## src/design/subtractive_lagged_random_generator_macros.svh

```systemverilog
// Assertion macros for the subtractive lagged random generator.
// Both forms are empty when SYNTH is defined.
`ifndef SUBTRACTIVE_LAGGED_RANDOM_GENERATOR_MACROS_SVH
`define SUBTRACTIVE_LAGGED_RANDOM_GENERATOR_MACROS_SVH
`ifndef SYNTH
// same-cycle implication
`define SLRG_ASSERT_IMP(label, clk, rst, ante, cons) \
   label: assert property (@(posedge clk) disable iff (rst) (ante) |-> (cons)) \
      else $error("slrg: same-cycle check failed");
// next-cycle implication
`define SLRG_ASSERT_NXT(label, clk, rst, ante, cons) \
   label: assert property (@(posedge clk) disable iff (rst) (ante) |=> (cons)) \
      else $error("slrg: next-cycle check failed");
`else
`define SLRG_ASSERT_IMP(label, clk, rst, ante, cons)
`define SLRG_ASSERT_NXT(label, clk, rst, ante, cons)
`endif
`endif

```

## src/design/slrg_pkg.sv

```systemverilog
package slrg_pkg;

   // field and table geometry
   localparam int unsigned VALUE_W   = 30;
   localparam int unsigned SEED_W    = 28;
   localparam int unsigned TABLE_LEN = 55;
   localparam int unsigned SLOT_W    = 6;
   localparam int unsigned STEP_W    = 3;
   localparam int unsigned CNT_W     = 8;

   localparam logic [VALUE_W-1:0] MOD_BIG     = 30'd1000000000;
   localparam logic [SEED_W-1:0]  SEED_BASE   = 28'd161803398;
   localparam logic [SLOT_W-1:0]  FILL_STRIDE = 6'd21;
   localparam logic [SLOT_W-1:0]  LAG_OFFSET  = 6'd31;
   localparam logic [SLOT_W-1:0]  LAST_SLOT   = 6'd54;
   localparam logic [SLOT_W:0]    LEN_WIDE    = 7'd55;

   // loop counts (iterations minus one)
   localparam logic [CNT_W-1:0] CNT_FILL = 8'd53;
   localparam logic [CNT_W-1:0] CNT_WARM = 8'd219;

   // datapath operations
   typedef logic [2:0] op_type;
   localparam op_type OP_TAKE   = 3'd0;
   localparam op_type OP_SEED   = 3'd1;
   localparam op_type OP_FILL   = 3'd2;
   localparam op_type OP_WSET   = 3'd3;
   localparam op_type OP_WAIT   = 3'd4;
   localparam op_type OP_UPDATE = 3'd5;
   localparam op_type OP_MARK   = 3'd6;
   localparam op_type OP_GEN    = 3'd7;

   // jump kinds
   typedef logic [1:0] jump_type;
   localparam jump_type JMP_NEXT = 2'd0;
   localparam jump_type JMP_LOOP = 2'd1;
   localparam jump_type JMP_REQ  = 2'd2;
   localparam jump_type JMP_OUT  = 2'd3;

   // loop counter load select
   typedef logic [1:0] cnt_sel_type;
   localparam cnt_sel_type CNT_SEL_HOLD = 2'd0;
   localparam cnt_sel_type CNT_SEL_FILL = 2'd1;
   localparam cnt_sel_type CNT_SEL_WARM = 2'd2;

   // program steps
   typedef logic [STEP_W-1:0] step_type;
   localparam step_type STEP_IDLE = 3'd0;
   localparam step_type STEP_SEED = 3'd1;
   localparam step_type STEP_FILL = 3'd2;
   localparam step_type STEP_WSET = 3'd3;
   localparam step_type STEP_WAIT = 3'd4;
   localparam step_type STEP_WARM = 3'd5;
   localparam step_type STEP_MARK = 3'd6;
   localparam step_type STEP_GEN  = 3'd7;

   typedef struct packed {
      op_type      op;
      jump_type    jump;
      step_type    target;
      cnt_sel_type cnt_sel;
   } ctrl_word_type;

   // sequencer to datapath
   typedef struct packed {
      op_type op;
      logic   go;
   } dp_ctrl_type;

   // datapath to sequencer
   typedef struct packed {
      logic need_build;
      logic out_busy;
   } dp_stat_type;

   // control store
   function automatic ctrl_word_type ctrl_rom(input step_type step);
      ctrl_word_type word;
      unique case (step)
         STEP_IDLE: word = '{op: OP_TAKE,   jump: JMP_REQ,  target: STEP_GEN,
                             cnt_sel: CNT_SEL_HOLD};
         STEP_SEED: word = '{op: OP_SEED,   jump: JMP_NEXT, target: STEP_IDLE,
                             cnt_sel: CNT_SEL_FILL};
         STEP_FILL: word = '{op: OP_FILL,   jump: JMP_LOOP, target: STEP_FILL,
                             cnt_sel: CNT_SEL_HOLD};
         STEP_WSET: word = '{op: OP_WSET,   jump: JMP_NEXT, target: STEP_IDLE,
                             cnt_sel: CNT_SEL_WARM};
         STEP_WAIT: word = '{op: OP_WAIT,   jump: JMP_NEXT, target: STEP_IDLE,
                             cnt_sel: CNT_SEL_HOLD};
         STEP_WARM: word = '{op: OP_UPDATE, jump: JMP_LOOP, target: STEP_WAIT,
                             cnt_sel: CNT_SEL_HOLD};
         STEP_MARK: word = '{op: OP_MARK,   jump: JMP_NEXT, target: STEP_IDLE,
                             cnt_sel: CNT_SEL_HOLD};
         STEP_GEN:  word = '{op: OP_GEN,    jump: JMP_OUT,  target: STEP_IDLE,
                             cnt_sel: CNT_SEL_HOLD};
      endcase
      return word;
   endfunction

   // (a - b) mod 10^9, both operands below 10^9
   function automatic logic [VALUE_W-1:0] sub_mod(input logic [VALUE_W-1:0] a,
                                                  input logic [VALUE_W-1:0] b);
      logic [VALUE_W:0] diff;
      diff = {1'b0, a} - {1'b0, b};
      if (diff[VALUE_W]) begin
         return diff[VALUE_W-1:0] + MOD_BIG;
      end
      return diff[VALUE_W-1:0];
   endfunction

endpackage

```

## src/design/subtractive_lagged_random_generator.sv

```systemverilog
// Request path: a transfer leads to the generate step, which loads the result register.
// Requests: a new one is taken only back in the idle step, after the generate step has run.
// Rebuild: 54 fill writes, then 220 warm-up updates, each after a wait step, on the same RAM port.
// Reset: sequencer idle, lead slot 0, unseeded, no result pending; the table is not cleared
// and the first request after reset always rebuilds it.
`include "subtractive_lagged_random_generator_macros.svh"
module subtractive_lagged_random_generator import slrg_pkg::*; (
   input  logic               clock,
   input  logic               reset,
   input  logic               req_valid,
   output logic               req_stall,
   input  logic               req_reseed,
   input  logic [SEED_W-1:0]  req_seed_value,
   output logic               rsp_valid,
   input  logic               rsp_stall,
   output logic [VALUE_W-1:0] rsp_random_value
);

   dp_ctrl_type        ctrl;
   dp_stat_type        stat;
   logic               wr_en;
   logic [SLOT_W-1:0]  wr_addr;
   logic [VALUE_W-1:0] wr_data;
   logic [SLOT_W-1:0]  rd_addr_a;
   logic [SLOT_W-1:0]  rd_addr_b;
   logic [VALUE_W-1:0] rd_data_a;
   logic [VALUE_W-1:0] rd_data_b;

   // program sequencer
   slrg_seq u_seq (
      .clock     (clock),
      .reset     (reset),
      .req_valid (req_valid),
      .stat      (stat),
      .ctrl      (ctrl),
      .req_stall (req_stall)
   );

   // arithmetic, indices and result register
   slrg_dp u_dp (
      .clock            (clock),
      .reset            (reset),
      .ctrl             (ctrl),
      .stat             (stat),
      .req_reseed       (req_reseed),
      .req_seed_value   (req_seed_value),
      .wr_en            (wr_en),
      .wr_addr          (wr_addr),
      .wr_data          (wr_data),
      .rd_addr_a        (rd_addr_a),
      .rd_addr_b        (rd_addr_b),
      .rd_data_a        (rd_data_a),
      .rd_data_b        (rd_data_b),
      .rsp_valid        (rsp_valid),
      .rsp_stall        (rsp_stall),
      .rsp_random_value (rsp_random_value)
   );

   // 55-word lag table
   slrg_ram #(
      .WIDTH (VALUE_W),
      .DEPTH (TABLE_LEN)
   ) u_table (
      .clock     (clock),
      .wr_en     (wr_en),
      .wr_addr   (wr_addr),
      .wr_data   (wr_data),
      .rd_addr_a (rd_addr_a),
      .rd_addr_b (rd_addr_b),
      .rd_data_a (rd_data_a),
      .rd_data_b (rd_data_b)
   );

   // a request transfer always takes the block out of idle
   `SLRG_ASSERT_NXT(a_busy_after_req, clock, reset, req_valid && !req_stall, req_stall)
   // a generate step always leaves a result pending
   `SLRG_ASSERT_NXT(a_gen_loads_rsp, clock, reset, ctrl.go && (ctrl.op == OP_GEN), rsp_valid)
   // every result is a residue modulo 10^9
   `SLRG_ASSERT_IMP(a_rsp_in_range, clock, reset, rsp_valid, rsp_random_value < MOD_BIG)

endmodule

```

## src/design/slrg_ram.sv

```systemverilog
module slrg_ram #(
   parameter int unsigned WIDTH = 8,
   parameter int unsigned DEPTH = 16,
   localparam int unsigned ADDR_W = $clog2(DEPTH)
) (
   input  logic              clock,
   input  logic              wr_en,
   input  logic [ADDR_W-1:0] wr_addr,
   input  logic [WIDTH-1:0]  wr_data,
   input  logic [ADDR_W-1:0] rd_addr_a,
   input  logic [ADDR_W-1:0] rd_addr_b,
   output logic [WIDTH-1:0]  rd_data_a,
   output logic [WIDTH-1:0]  rd_data_b
);

   logic [WIDTH-1:0] mem_ff [DEPTH];
   logic [WIDTH-1:0] rd_a_ff;
   logic [WIDTH-1:0] rd_b_ff;

   // one write port, two registered read ports
   always_ff @(posedge clock) begin
      if (wr_en) begin
         mem_ff[wr_addr] <= wr_data;
      end
      rd_a_ff <= mem_ff[rd_addr_a];
      rd_b_ff <= mem_ff[rd_addr_b];
   end

   assign rd_data_a = rd_a_ff;
   assign rd_data_b = rd_b_ff;

endmodule

```

## src/design/slrg_seq.sv

```systemverilog
module slrg_seq import slrg_pkg::*; (
   input  logic        clock,
   input  logic        reset,
   input  logic        req_valid,
   input  dp_stat_type stat,
   output dp_ctrl_type ctrl,
   output logic        req_stall
);

   step_type          step_ff, step_in;
   logic [CNT_W-1:0]  cnt_ff, cnt_in;
   ctrl_word_type     word;
   logic              go;

   // fetch, branch and loop count
   always_comb begin
      word    = ctrl_rom(step_ff);
      go      = 1'b1;
      step_in = step_ff;
      cnt_in  = cnt_ff;
      unique case (word.jump)
         JMP_NEXT: begin
            step_in = step_ff + 1'b1;
         end
         JMP_LOOP: begin
            if (cnt_ff != '0) begin
               step_in = word.target;
               cnt_in  = cnt_ff - 1'b1;
            end else begin
               step_in = step_ff + 1'b1;
            end
         end
         JMP_REQ: begin
            go = req_valid;
            if (req_valid) begin
               step_in = stat.need_build ? step_type'(step_ff + 1'b1) : word.target;
            end
         end
         JMP_OUT: begin
            go = !stat.out_busy;
            if (go) begin
               step_in = word.target;
            end
         end
      endcase
      if (go) begin
         unique case (word.cnt_sel)
            CNT_SEL_FILL: cnt_in = CNT_FILL;
            CNT_SEL_WARM: cnt_in = CNT_WARM;
            default:      ;
         endcase
      end
   end

   always_ff @(posedge clock) begin
      if (reset) begin
         step_ff <= STEP_IDLE;
         cnt_ff  <= '0;
      end else begin
         step_ff <= step_in;
         cnt_ff  <= cnt_in;
      end
   end

   assign ctrl.op   = word.op;
   assign ctrl.go   = go;
   assign req_stall = (step_ff != STEP_IDLE);

endmodule

```

## src/design/slrg_dp.sv

```systemverilog
module slrg_dp import slrg_pkg::*; (
   input  logic               clock,
   input  logic               reset,
   input  dp_ctrl_type        ctrl,
   output dp_stat_type        stat,
   input  logic               req_reseed,
   input  logic [SEED_W-1:0]  req_seed_value,
   output logic               wr_en,
   output logic [SLOT_W-1:0]  wr_addr,
   output logic [VALUE_W-1:0] wr_data,
   output logic [SLOT_W-1:0]  rd_addr_a,
   output logic [SLOT_W-1:0]  rd_addr_b,
   input  logic [VALUE_W-1:0] rd_data_a,
   input  logic [VALUE_W-1:0] rd_data_b,
   output logic               rsp_valid,
   input  logic               rsp_stall,
   output logic [VALUE_W-1:0] rsp_random_value
);

   logic [SEED_W-1:0]  seed_ff, seed_in;
   logic [VALUE_W-1:0] prev_ff, prev_in;
   logic [VALUE_W-1:0] cur_ff, cur_in;
   logic [SLOT_W-1:0]  pos_ff, pos_in;
   logic [SLOT_W-1:0]  ptr_ff, ptr_in;
   logic               seeded_ff, seeded_in;
   logic               rsp_valid_ff, rsp_valid_in;
   logic [VALUE_W-1:0] rsp_value_ff, rsp_value_in;

   logic [SEED_W-1:0]  seed_clamped;
   logic [SEED_W-1:0]  seed_diff;
   logic [SLOT_W:0]    fill_sum;
   logic [SLOT_W-1:0]  pos_next;
   logic [SLOT_W:0]    trail_sum;
   logic [SLOT_W-1:0]  trail_slot;
   logic [SLOT_W-1:0]  ptr_next;
   logic [VALUE_W-1:0] update_value;
   logic [VALUE_W-1:0] fill_next;

   // seed start value, clamped so the difference stays non-negative
   assign seed_clamped = (seed_ff > SEED_BASE) ? SEED_BASE : seed_ff;
   assign seed_diff    = SEED_BASE - seed_clamped;

   // stride-21 fill position, 1..54
   assign fill_sum = {1'b0, pos_ff} + {1'b0, FILL_STRIDE};
   assign pos_next = (fill_sum >= LEN_WIDE) ? SLOT_W'(fill_sum - LEN_WIDE)
                                            : fill_sum[SLOT_W-1:0];

   // lead slot and the trailing slot 31 places on
   assign trail_sum  = {1'b0, ptr_ff} + {1'b0, LAG_OFFSET};
   assign trail_slot = (trail_sum >= LEN_WIDE) ? SLOT_W'(trail_sum - LEN_WIDE)
                                               : trail_sum[SLOT_W-1:0];
   assign ptr_next   = (ptr_ff == LAST_SLOT) ? '0 : SLOT_W'(ptr_ff + 1'b1);

   assign update_value = sub_mod(rd_data_a, rd_data_b);
   assign fill_next    = sub_mod(prev_ff, cur_ff);

   // table reads run every cycle at the current slots
   assign rd_addr_a = ptr_ff;
   assign rd_addr_b = trail_slot;

   // operation decode
   always_comb begin
      seed_in      = seed_ff;
      prev_in      = prev_ff;
      cur_in       = cur_ff;
      pos_in       = pos_ff;
      ptr_in       = ptr_ff;
      seeded_in    = seeded_ff;
      rsp_value_in = rsp_value_ff;
      rsp_valid_in = rsp_valid_ff && rsp_stall;
      wr_en        = 1'b0;
      wr_addr      = ptr_ff;
      wr_data      = update_value;
      unique case (ctrl.op) inside
         OP_TAKE: begin
            if (ctrl.go) begin
               seed_in = req_seed_value;
            end
         end
         OP_SEED: begin
            wr_en   = ctrl.go;
            wr_addr = LAST_SLOT;
            wr_data = VALUE_W'(seed_diff);
            prev_in = VALUE_W'(seed_diff);
            cur_in  = VALUE_W'(1);
            pos_in  = FILL_STRIDE;
         end
         OP_FILL: begin
            wr_en   = ctrl.go;
            wr_addr = pos_ff - 1'b1;
            wr_data = cur_ff;
            cur_in  = fill_next;
            prev_in = cur_ff;
            pos_in  = pos_next;
         end
         OP_WSET: begin
            ptr_in = '0;
         end
         OP_WAIT: begin
         end
         OP_UPDATE, OP_GEN: begin
            if (ctrl.go) begin
               wr_en  = 1'b1;
               ptr_in = ptr_next;
               if (ctrl.op == OP_GEN) begin
                  rsp_valid_in = 1'b1;
                  rsp_value_in = update_value;
               end
            end
         end
         OP_MARK: begin
            seeded_in = 1'b1;
         end
      endcase
   end

   always_ff @(posedge clock) begin
      if (reset) begin
         ptr_ff       <= '0;
         seeded_ff    <= 1'b0;
         rsp_valid_ff <= 1'b0;
      end else begin
         ptr_ff       <= ptr_in;
         seeded_ff    <= seeded_in;
         rsp_valid_ff <= rsp_valid_in;
      end
   end

   always_ff @(posedge clock) begin
      seed_ff      <= seed_in;
      prev_ff      <= prev_in;
      cur_ff       <= cur_in;
      pos_ff       <= pos_in;
      rsp_value_ff <= rsp_value_in;
   end

   assign stat.need_build = req_reseed || !seeded_ff;
   assign stat.out_busy   = rsp_valid_ff && rsp_stall;

   assign rsp_valid        = rsp_valid_ff;
   assign rsp_random_value = rsp_value_ff;

endmodule
```

## config.mk

```make
export PLATFORM = sky130hd
export DESIGN_NAME = subtractive_lagged_random_generator
export DESIGN_NICKNAME = d
export VERILOG_FILES = /design/src/design/slrg_pkg.sv /design/src/design/subtractive_lagged_random_generator.sv /design/src/design/slrg_ram.sv /design/src/design/slrg_seq.sv /design/src/design/slrg_dp.sv
export VERILOG_INCLUDE_DIRS = /design/src /design/src/design
export SDC_FILE = /design/constraint.sdc
export NUM_CORES = 2
export LEC_CHECK = 0
export BUFFER_PORTS_ARGS = -buffer_cell sky130_fd_sc_hd__buf_2
export CAP_MARGIN = 20
export CORE_MARGIN = 2
export CORE_UTILIZATION = 64
export DETAILED_ROUTE_END_ITERATION = 10
export PLACE_DENSITY_LB_ADDON = 0.12
export SLEW_MARGIN = 20
export SYNTH_ARGS = -nofsm -noshare
export SYNTH_HDL_FRONTEND = slang
export SYNTH_HIERARCHICAL = 1
export SYNTH_SLANG_ARGS = --single-unit
```

## constraint.sdc

```tcl
create_clock -name clock -period 8.9 [get_ports clock]
set_input_delay 1.335 -clock clock [delete_from_list [all_inputs] [get_ports clock]]
set_output_delay 1.335 -clock clock [all_outputs]
set_load 0.01 [all_outputs]
```

# After elaboration in Yosys (flattened, before gate mapping)
# Memories as Yosys holds them, arrays and structs flattened. A register that Yosys moved wholly into a read port is not among the register bits.
# Cells that the tools add are included.
dict set report op_classes {
  add_sub_neg 13
  order_cmp 3
  eq_ne 15
  mux 36
  n_reduce_logical 16
}
# operator n
set op_table {}
lappend op_table {{$pmux 30 s2} 3}
lappend op_table {{$mux 30} 4}
lappend op_table {{$sub 30x30->31} 2}
lappend op_table {{$add 30x30->30 const B} 2}
lappend op_table {{$pmux 6 s2} 3}
lappend op_table {{$gt 28x28->1 const B} 1}
lappend op_table {{$mux 28} 1}
lappend op_table {{$sub 28x28->28 const A} 1}
lappend op_table {{$mux 6} 4}
lappend op_table {{$mux 8} 3}
lappend op_table {{$mux 3} 6}
lappend op_table {{$pmux 8 s2} 1}
lappend op_table {{$add 6x5->7 const B} 2}
lappend op_table {{$ge 7x6->1 const B} 2}
lappend op_table {{$pmux 3 s4} 1}
lappend op_table {{$sub 6x6->6 const B} 2}
lappend op_table {{$eq 3x3->1 const B} 3}
lappend op_table {{$mux 1} 8}
lappend op_table {{$reduce_bool 8->1} 1}
lappend op_table {{$sub 8x1->8 const B} 1}
lappend op_table {{$add 6x1->6 const B} 1}
lappend op_table {{$eq 2x2->1 const B} 3}
lappend op_table {{$eq 3x2->1 const B} 2}
lappend op_table {{$eq 6x6->1 const B} 1}
lappend op_table {{16 further kinds} 25}
dict set report totals {
  ff_bits 143
  ram_bits 1650
  rom_bits 80
  output_inout_bits 32
  n_memories 2
}
# name words width read_ports rd_ports_with_merged_regs wr line_no
set memory_table {}
lappend memory_table {u_table.mem_ff 55 30 2 2 1 slrg_ram.sv:16} ;# logic [WIDTH-1:0] mem_ff [DEPTH];
lappend memory_table {{(no name shown)} 8 10 1 1 0 slrg_pkg.sv:79} ;# unique case (step)

# Longest topological paths before layout
dict set report depth {
  word_depth 7
  depth_mapped 20
}

# Cells and area by module
# Netlist, hierarchy kept.
# mod n_inst cells_per_inst area_per_inst_um2 seq_area_each_um2
set modules_own_cells {}
lappend modules_own_cells {slrg_ram 1 3900 77778.3 50748.7}
lappend modules_own_cells {slrg_dp 1 1283 11100.6 3883.7}
lappend modules_own_cells {slrg_seq 1 136 1142.3 420.4}

# Least setup slack after synthesis
# No wires, ideal clock.
dict set report synth_timing {
  kind {register to register}
  startpoint {register u_dp.seed_ff[5]}
  endpoint {memory u_table/mem_ff[0][21] in the netlist's numbering (data pin)}
  arrival_time_ps 5560
  required_ps 8002
  path_slack_ps 2442
  stages_incl_launch_ff 9
  path_buffers 0
  cell_sequence {edfxtp_1 nor4_1 a21boi_1 o41ai_1 o21ai_1 nand2_1 nand2_1 xor2_1 o311ai_0}
}
dict set report synth_between {
  elab_chain_len 4
}
# element line_no
set synth_rtl {}
lappend synth_rtl {{start, declared} slrg_dp.sv:20} ;# logic [SEED_W-1:0] seed_ff, seed_in;
lappend synth_rtl {{start signal, assigned} slrg_dp.sv:130} ;# seed_ff <= seed_in;
lappend synth_rtl {{$gt 28x28->1} slrg_dp.sv:40} ;# assign seed_clamped = (seed_ff > SEED_BASE) ? SEED_BASE : seed_ff;
lappend synth_rtl {{$mux 28 (*)} slrg_dp.sv:40}
lappend synth_rtl {{$sub 28x28->28 (*)} slrg_dp.sv:41} ;# assign seed_diff = SEED_BASE - seed_clamped;
lappend synth_rtl {{$pmux 30 s2 (*)} slrg_dp.sv:74} ;# unique case (ctrl.op) inside
lappend synth_rtl {{net wr_data[21]} subtractive_lagged_random_generator.sv:23} ;# logic [VALUE_W-1:0] wr_data;
lappend synth_rtl {{end, declared} slrg_ram.sv:16}
# Mark *: on every way through the listed nets, which the timed path passes. The rest lies on a longest branch.

# Final worst setup path
dict set report layout_timing {
  startpoint {register u_dp.ptr_ff[0] (netlist: u_dp/rd_addr_a[0])}
  endpoint {register u_table.rd_b_ff[27] (netlist: u_table/rd_data_b[27]) (read register of u_table.mem_ff)}
}
dict set report layout_between {
  elab_chain_len 3
}
# element line_no
set layout_rtl {}
lappend layout_rtl {{start, declared} slrg_dp.sv:24} ;# logic [SLOT_W-1:0] ptr_ff, ptr_in;
lappend layout_rtl {{start signal, assigned} slrg_dp.sv:123} ;# ptr_ff <= ptr_in;
lappend layout_rtl {{$add 6x5->7 (*)} slrg_dp.sv:49} ;# assign trail_sum = {1'b0, ptr_ff} + {1'b0, LAG_OFFSET};
lappend layout_rtl {{$sub 6x6->6 or $ge 7x6->1 (tied branches)} slrg_dp.sv:50} ;# assign trail_slot = (trail_sum >= LEN_WIDE) ? SLOT_W'(trail_sum - LEN_WIDE)
lappend layout_rtl {{$mux 6 (*)} slrg_dp.sv:50}
lappend layout_rtl {{net rd_addr_b[4]} subtractive_lagged_random_generator.sv:25} ;# logic [SLOT_W-1:0] rd_addr_b;
lappend layout_rtl {{end, declared} slrg_ram.sv:18} ;# logic [WIDTH-1:0] rd_b_ff;
# Marks and branches as above.
# A chain may end at the register's enable or synchronous reset.

==> metrics <==
Longest Clk Path Bufs=3; RSZ-0062 raised after global routing=false; final core occ=0.708; worst-path fanout max=36; fin crit period=6130 ps; Worst R2R End=u_table/rd_data_b[27]$_DFF_P_; MaxCap Viol Count=0; mean post-synth cell area=16.9 um^2; fin nets=5,471; Clock Sinks=1,863; Cell Rows=137; Max-slew headroom=0.132; GRT Overall Usage=0.379; clk_skew=35.1 ps; Initial Utilization=0.645; worst path bufs/invs=2; EDFF count, synth=1,774; Die Span Y=379 um; Hold Crit Start=u_seq/cnt_ff[4]$_SDFF_PP0_; Final GP Congestion=0.935; GRT overflow=0; ranking of synthesized cells by area=edfxtp_1 (59%), mux4_2 (19%), mux2i_1 (2.8%); CP most frequent cell=or3_1; vias in the first global route=53,970; warnings from Yosys=6; CTS root buf=clkbuf_16; syn_nets=5,431; post-synth top area share=0.592; routed vias=55,875; drt wl/cell=36.4 um; Critical-path top delay cell=o22ai_1; Worst R2R Start=u_dp/rd_addr_a[0]$_SDFFE_PP0P_; Post-route DRC=0; fmax=163 MHz; CTS HTree Levels=4; Yosys reg bits=1,863; status=complete, no violations; hold path depth=2; flop-to-flop setup slack=2770 ps; Mapped Area=0.0900 mm^2; initial antenna violation count=13; worst hold path type=flip-flop to flip-flop; max-slew violations=0; register area share after synthesis=0.612; I/O pin count=65; CTS Hold Bufs=0; worst skew pair latency=840 ps; cells after synthesis=5,319; post-CTS setup buffer count=0; ys async rst share=0; largest net degree at the start of global routing=139; Top delay family on crit path=simple AND/OR/NAND/NOR gates; Die ar.=0.144 mm^2; DRT antenna net count=0; post-synth top area cell=edfxtp_1; first-pass GRT wire length=382 mm; Worst Path Arrival=6910 ps; Reg clk slew, reported paths=70 ps; layout cells sized above 1=0.266; first drt pass iteration count=5; Tcrit/Tclk final=0.689; Worst path max stage delay=1030 ps; vias per inst=7.55; final WL=270 mm; CP Class=flip-flop to flip-flop; Distinct cells, synth=96; post-cts resize count=0; crit start category=flip-flop; Worst Max-Slew Pin Slew=1300 ps; Post-DP HPWL=164 mm; sink of the worst hold path=u_seq/cnt_ff[4]$_SDFF_PP0_; Die W=379 um; CTS tree=done; Reg2Reg Depth=12; worst path cell trace=inv_1 -> ha_1 -> or3_1 -> a311oi_1 -> a21o_1 -> nand2_1 -> xor2_4 -> buf_4 -> nor2b_1 -> nand2b_2 -> o22ai_1 -> or3_1; Port Buf Inserts=64; Crit. End Element=flip-flop; initial drt markers=8,879; core area=0.140 mm^2; CTS buffer count=187; final hold vios=0; Critical Path RT=9670 ps; Final setup viols=0; Final TNS setup=0 ps; ys flop type=edfxtp_1; Area Overhead vs Synth=9.78%
routing by layer:
layer  wire length (um)  part of all wire  GRT usage  vias to the layer above
met1              94000              0.35      0.524                    28393
met3              39700              0.15      0.114                      800
met4              14000             0.052      0.170                       22
li1                   -                 -          -                    22128
met5                203           0.00075    0.00309                        -
met2             122000              0.45      0.562                     4532
flip-flops by register name, indices dropped and copies added, names as in the netlist:
name	count
u_seq/step_ff	3
u_dp/prev_ff	30
u_dp/cur_ff	30
u_dp/pos_ff	6
u_dp/seed_ff	28
u_seq/cnt_ff	8
u_dp/seeded_ff	1
u_table/mem_ff	1650
u_seq/word	10
u_dp/rsp_valid	1
u_dp/rsp_random_value	30
u_dp/rd_addr_a	6
u_table/rd_data_b	30
u_table/rd_data_a	30
worst min-delay path, cell delays in order (launching register included):
cell and delay, ps:
dfxtp_1 310, o31ai_1 60, a21oi_1 60
cell families after synthesis:
group,share of synthesized area
flops,0.612
mux,0.230
compound gates,0.0664
simple gates,0.0432
buf+inv,0.0261
xor+xnor,0.0118
fa+ha+maj,0.0111
cells in the final DEF (no fill, tap or decap), types with 29 or more instances in the layout:
cell type	n
edfxtp_1	1774
mux4_2	768
nand2_1	281
mux2i_1	253
clkbuf_16	189
buf_4	151
o21ai_0	151
nor2_1	144
o22ai_1	130
a21oi_1	107
o211ai_1	98
inv_1	97
dfxtp_1	84
ha_1	77
mux2_2	76
a211oi_1	73
xnor2_1	69
buf_2	65
nor2b_1	62
nor2_4	57
clkbuf_1	53
xor2_1	47
a21o_1	40
a22oi_1	40
nand3_1	39
or3_1	37
nor3_1	35
clkinv_2	33
nand2b_1	29
nor4_1	29
Yosys cell counts (97+ instances only):
cell	n
mux2i_1	253
nand2_1	282
inv_1	97
edfxtp_1	1774
nor2_1	202
clkbuf_1	155
a21oi_1	107
buf_2	108
mux4_2	768
o211ai_1	98
o22ai_1	130
o21ai_0	152
metrics by stage:
| stage | setup slack (ps) | hold WS (ps) | cells | cell area, um^2 |
|---|---|---|---|---|
| after floorplan | 2440 | 438 | 5319 | 90000 |
| after global placement | 3060 | 461 | 7044 | 92600 |
| after detailed placement | 3060 | 463 | 7044 | 92600 |
| after CTS | 3000 | 477 | 7398 | 98800 |
| after global routing | 2650 | 513 | 7400 | 98800 |
| final | 2770 | 475 | 7403 | 98800 |
how the worst max path moves through the flow:
stage | from | end | slack [ps] | depth (start not counted)
after detailed placement | u_dp/rd_addr_a[0]$_SDFFE_PP0P_ | u_table/rd_data_b[13]$_DFF_P_ | 3060 | 14
after global placement | u_dp/rd_addr_a[0]$_SDFFE_PP0P_ | u_table/rd_data_a[17]$_DFF_P_ | 3060 | 10
after CTS | u_dp/rd_addr_a[0]$_SDFFE_PP0P_ | u_table/rd_data_b[13]$_DFF_P_ | 3000 | 14
after floorplan | u_dp/seed_ff[5]$_DFFE_PP_ | u_table/mem_ff[0][21]$_DFFE_PP_ | 2440 | 8
final | u_dp/rd_addr_a[0]$_SDFFE_PP0P_ | u_table/rd_data_b[27]$_DFF_P_ | 2770 | 12
after global routing | u_dp/rd_addr_a[0]$_SDFFE_PP0P_ | u_table/rd_data_a[17]$_DFF_P_ | 2650 | 10
area by class of cell:
type	instances	area, um^2
Antenna cell	3	7.51
Sequential cell	1863	55100
Timing Repair Buffer	224	1620
Multi-Input combinational cell	2984	33300
Clock buffer	261	5190
Clock inverter	93	953
Inverter	99	372
Fill cell	8694	40700
Tap cell	1876	2350
Power is not shown: default switching activity piles up to over one toggle a cycle in this logic, so the estimate is an artifact.
